<file path="src/rtl/e2q_pkg.sv">
// Shared widths, constants and the arctangent table for the Euler to quaternion pipeline.
package e2q_pkg;

    localparam int ANGLE_WIDTH = 16;
    localparam int QUAT_WIDTH  = 16;
    localparam int TRIG_STAGES = 16;

    // CORDIC datapath width (Q2.30 plus headroom)
    localparam int CW  = 34;
    // multiplier operand width
    localparam int MW  = 32;
    // full product width (Q60)
    localparam int PW  = 64;
    // width of a sum of two Q60 terms
    localparam int SW  = 65;
    // output shift from Q60 down to QUAT_WIDTH-2 fraction bits
    localparam int SH  = 62 - QUAT_WIDTH;
    // pre-rotation, CORDIC stages, two multiply stages, one sum stage
    localparam int LAT = TRIG_STAGES + 4;

    localparam logic signed [CW-1:0] HALF_PI_Q30     = CW'(64'sd1686629713);
    localparam logic signed [CW-1:0] CORDIC_GAIN_Q30 = CW'(64'sd652032874);

    typedef logic signed [CW-1:0] cval_t;
    typedef logic signed [MW-1:0] mval_t;
    typedef logic signed [PW-1:0] prod_t;
    typedef logic signed [SW-1:0] sum_t;

    localparam cval_t ATAN_Q30 [32] = '{
        CW'(843314857), CW'(497837829), CW'(263043837), CW'(133525159),
        CW'(67021687),  CW'(33543516),  CW'(16775851),  CW'(8388437),
        CW'(4194283),   CW'(2097149),   CW'(1048576),   CW'(524288),
        CW'(262144),    CW'(131072),    CW'(65536),     CW'(32768),
        CW'(16384),     CW'(8192),      CW'(4096),      CW'(2048),
        CW'(1024),      CW'(512),       CW'(256),       CW'(128),
        CW'(64),        CW'(32),        CW'(16),        CW'(8),
        CW'(4),         CW'(2),         CW'(1),         CW'(0)
    };

endpackage

</file>
<file path="src/rtl/e2q_cordic.sv">
// Pipelined rotation-mode CORDIC giving sine and cosine of half of one angle.
module e2q_cordic (
    input  logic                              clk,
    input  logic                              en,
    input  logic [e2q_pkg::ANGLE_WIDTH-1:0]   angle,
    output e2q_pkg::cval_t                    cos_val,
    output e2q_pkg::cval_t                    sin_val
);

    e2q_pkg::cval_t x_reg [e2q_pkg::TRIG_STAGES+1];
    e2q_pkg::cval_t y_reg [e2q_pkg::TRIG_STAGES+1];
    e2q_pkg::cval_t z_reg [e2q_pkg::TRIG_STAGES+1];

    e2q_pkg::cval_t half_ang;
    e2q_pkg::cval_t x_next, y_next, z_next;

    // Halve the angle into Q30 and pre-rotate by a quarter turn if needed
    always_comb
    begin
        half_ang = e2q_pkg::cval_t'({{(e2q_pkg::CW - e2q_pkg::ANGLE_WIDTH)
                    {angle[e2q_pkg::ANGLE_WIDTH-1]}}, angle}) <<< (32 - e2q_pkg::ANGLE_WIDTH);
        if (half_ang > e2q_pkg::HALF_PI_Q30)
        begin
            x_next = '0;
            y_next = e2q_pkg::CORDIC_GAIN_Q30;
            z_next = half_ang - e2q_pkg::HALF_PI_Q30;
        end
        else if (half_ang < -e2q_pkg::HALF_PI_Q30)
        begin
            x_next = '0;
            y_next = -e2q_pkg::CORDIC_GAIN_Q30;
            z_next = half_ang + e2q_pkg::HALF_PI_Q30;
        end
        else
        begin
            x_next = e2q_pkg::CORDIC_GAIN_Q30;
            y_next = '0;
            z_next = half_ang;
        end
    end

    always_ff @(posedge clk)
    begin
        if (en)
        begin
            x_reg[0] <= x_next;
            y_reg[0] <= y_next;
            z_reg[0] <= z_next;
        end
    end

    // One micro-rotation per stage, direction from the sign of z
    for (genvar i = 0; i < e2q_pkg::TRIG_STAGES; i++)
    begin : g_stage
        e2q_pkg::cval_t xs, ys;
        assign xs = x_reg[i] >>> i;
        assign ys = y_reg[i] >>> i;

        always_ff @(posedge clk)
        begin
            if (en)
            begin
                if (!z_reg[i][e2q_pkg::CW-1])
                begin
                    x_reg[i+1] <= x_reg[i] - ys;
                    y_reg[i+1] <= y_reg[i] + xs;
                    z_reg[i+1] <= z_reg[i] - e2q_pkg::ATAN_Q30[i];
                end
                else
                begin
                    x_reg[i+1] <= x_reg[i] + ys;
                    y_reg[i+1] <= y_reg[i] - xs;
                    z_reg[i+1] <= z_reg[i] + e2q_pkg::ATAN_Q30[i];
                end
            end
        end
    end

    assign cos_val = x_reg[e2q_pkg::TRIG_STAGES];
    assign sin_val = y_reg[e2q_pkg::TRIG_STAGES];

endmodule

</file>
<file path="config.mk">
export PLATFORM = sky130hd
export DESIGN_NAME = e2q_cordic
export DESIGN_NICKNAME = d
export VERILOG_FILES = /design/src/rtl/e2q_pkg.sv /design/src/rtl/e2q_cordic.sv
export SDC_FILE = /design/constraint.sdc
export NUM_CORES = 2
export LEC_CHECK = 0
export BUFFER_PORTS_ARGS = -buffer_cell sky130_fd_sc_hd__buf_2
export CAP_MARGIN = 20
export CORE_ASPECT_RATIO = 1.4
export CORE_UTILIZATION = 50
export CTS_CLUSTER_SIZE = 12
export DETAILED_ROUTE_END_ITERATION = 6
export GPL_TIMING_DRIVEN = 0
export HOLD_SLACK_MARGIN = 0.05
export PLACE_DENSITY_LB_ADDON = 0.2
export RECOVER_POWER = 25
export SETUP_SLACK_MARGIN = 0.4
export SYNTH_ARGS = -nofsm -noshare
export SYNTH_HDL_FRONTEND = slang
export SYNTH_SLANG_ARGS = --single-unit
</file>
<file path="constraint.sdc">
create_clock -name clk -period 15.3 [get_ports clk]
set_clock_uncertainty 0.1 [all_clocks]
set_input_delay 0 -clock clk [delete_from_list [all_inputs] [get_ports clk]]
set_output_delay 0 -clock clk [all_outputs]
set_load 0.1 [all_outputs]
</file>
==> metrics.md <==
| Metric | Value |
|---|---|
| # port buffers | 82 |
| GR met2 Demand/Resource | a little over half |
| Synth top area share | 34.6% |
| Htree depth | 4 |
| Worst skew pair latency | approximately 0.9 ns |
| Synth top area cells | edfxtp_1, ha_1, xnor2_1 |
| Reg clk slew, reported paths | 0.06 ns |
| Syn-to-layout area delta | 8.31% |
| Synth Instances | roughly 14000 |
| Core Util, Final | 54.5% |
| Antenna-violating nets left | 0 |
| Pre-antenna DRT Iters | 7 |
| Vias in the first global route | 104000 |
| Min Clock Period, post-route | 9.19 ns |
| Max cap viols | 19 |
| Fin area | 141000 um^2 |
| DP Area | about 140000 um^2 |
| Synth warn | 0 |
| Number of distinct library cells after synthesis | 96 |
| # nets final | 15600 |
| EDFF count, synth | 1502 |
| Slew margin rel. | -157% |
| Setup bufs post-CTS | 0 |
| Async set-reset flop share out of synthesis | 0% |
| Worst Setup Start Kind | primary input |
| R2R Path Start | z_reg[6][33] |
| Root buffer cell | clkbuf_16 |
| GRT Overall Usage | 27.2% |
| Io pins | 86 |
| First DRT Iteration DRCs | 5374 |
| Die footprint | between 200000 and 300000 um^2 |
| Via count | roughly 110k |
| RSZ-0062 raised after global routing | false |
| Critical Path Sink Type | flip-flop |
| Most common cell in the netlist | edfxtp_1 |
| DR DRC count | 2 |
| Synthesized net count | around 15000 |
| Maximum clock frequency | 109 MHz |
| Worst endpoint required time | 15.80 ns |
| Least-Margin Pin Slew | between 3 and 4 ns |
| Synthesized area | approximately 130000 um^2 |
| Via/cell ratio | 5.95 |
| Share of cells above drive strength 1 | under 10% |
| Hpwl dp | 299000 um |
| TNS Setup | 0 ns |
| Final setup violation count | 0 |
| First-pass GRT wire length | 562000 um |
| Row count | 221 |
| Routed wire length per instance | about 21 um |
| Post-synth top cells | edfxtp_1, a21oi_1, ha_1 |
| Core area | 259000 um^2 |
| FF+latch count, synth | approximately 1500 |
| Largest net degree at the start of global routing | 72 |
| Crit. Startpoint | en |
| M1 GR Usage | 24.5% |
| Routed wire length | around 370000 um |
| Failing checks | design-rule violations, max-capacitance violations, max-slew violations |
| Starting Density | 50.3% |
| Post-synthesis sequential area ratio | roughly 35% |
| CTS Buf Count | 172 |
| Antenna violations before repair | 3 |
| Final hold vios | 0 |
| Die H | 606 um |
| Final Max Slew Viols | 659 |
| Worst EP arrival | 9.69 ns |
| Avg Cell Area, Syn | between 9 and 10 um^2 |
| Top cell type by total area after synthesis | edfxtp_1 |
| CP Class | primary input to flip-flop |
| Hold path start | angle[15] |
| Crit share post-route | 60.1% |
| CTS sink count | ~1500 |
| GR Overflow Total | 0 |
| Die width | 434 um |
| Hold Crit Class | primary input to flip-flop |
| Crit path max fanout | 24 |
| Most used DFF post-synth | edfxtp_1 |
| Status | complete, but fails checks |
| Met3 Track Usage GR | 2.89% |
| Max reg flops | 543 |
| Final Wtd Congestion | 0.968 |
| CTS tree | yes |
| Global routing's busiest layer | met2 |
| Maximum clock path buffer count | 4 |
## cells by family after synthesis
| logic type | after synthesis | share of synthesized area (%) |
|---|---|---|
| DFF | 1502 | 34.6 |
| adders and majority gates | 1456 | 14.2 |
| xor gates and xnor gates | 1941 | 13.0 |
| and+or+nand+nor | 3576 | 13.5 |
| muxes | 109 | 0.879 |
| buffers and inverters | 868 | 2.50 |
| AOI/OAI and AO/OA | 4350 | 21.3 |
## cell type report
class,instances,area [um^2]
fillers,23700,118000
multi-input cells,11400,82100
flip-flops and latches,1502,45100
clock buffers,214,4570
well taps,3456,4320
inverters,573,2150
repair buffers,156,1280
plain buffers,295,1130
clock inverters,77,636
diodes,2,5.00
## worst max-delay path, stage by stage
cell and delay [ns]:
dlygate4sd3_1 0.53, clkbuf_1 1.41, clkbuf_1 0.44, clkbuf_1 0.63, clkbuf_1 0.66, and2_1 0.55
clkbuf_1 0.44, inv_1 0.11, clkbuf_2 0.51, o21ai_0 0.86, ha_1 0.37, a21o_1 0.18
a21oi_1 0.25, o21ai_0 0.16, a2111oi_0 0.71, nor4_1 0.23, o41ai_2 0.53, o41ai_1 0.30
a221oi_2 0.39, mux2i_1 0.22, nand3_1 0.14
## worst paths after layout
check	end	slack, ns	cells past startpoint
setup / recovery	x_reg[12][31]	6.11	21
hold / removal	z_reg[0][32]	0.15	5
setup reg to reg	y_reg[7][32]	8.47	17
hold reg to reg	z_reg[6][0]	0.32	0
## layout by cell type, fill, tap and decap left out, types with 44 or more instances in the layout
master         count
and3_1           146
xnor2_1         1287
a31oi_1          170
clkbuf_1         374
mux2i_1           68
a21oi_1         1419
edfxtp_1        1502
and2_1            87
nor3_1           328
o21ai_0          757
or3_1            103
xor2_1           654
a21o_1           709
nor4_1            88
o211ai_1          70
o31ai_1          167
clkbuf_16        177
o31a_1            46
nand4_1          122
dlygate4sd3_1     46
nand2b_1         227
a21boi_0          50
nor2_1          1001
nand3_1          224
ha_1            1413
o21bai_1         195
or4_1             44
nor2b_1          179
o41ai_1           60
a211oi_1         106
o21a_1           181
inv_1            562
or2_2             50
nand2_1          811
## repair_timing
action	CTS	global route
gates resized for setup	0	0
hold endpoints to repair	42	0
setup endpoints to repair	0	0
hold buffers	46	0
## through the flow
step / instances / hold slack [ns] / worst slack [ns]
floorplan: 13800 / 0.0125 / 10.46
global placement: 17300 / 0.248 / 5.71
detailed placement: 17400 / 0.250 / 6.85
CTS: 17700 / 0.0952 / 7.18
global route: 17700 / 0.162 / 5.64
finish: 17700 / 0.149 / 6.11
## metal layers
metal | wire length [um] | up-vias | share of wire [%]
li1 | - | 52200 | -
met1 | 123000 | 49400 | 34
met2 | 201000 | 2455 | 55
met3 | 11600 | 1251 | 3.2
met4 | 30900 | 2 | 8.4
met5 | 13 | - | 0.0035
Power is left out: the tool's default activity adds up to more than one toggle a clock period on the data nets, which glitch-free logic cannot reach.
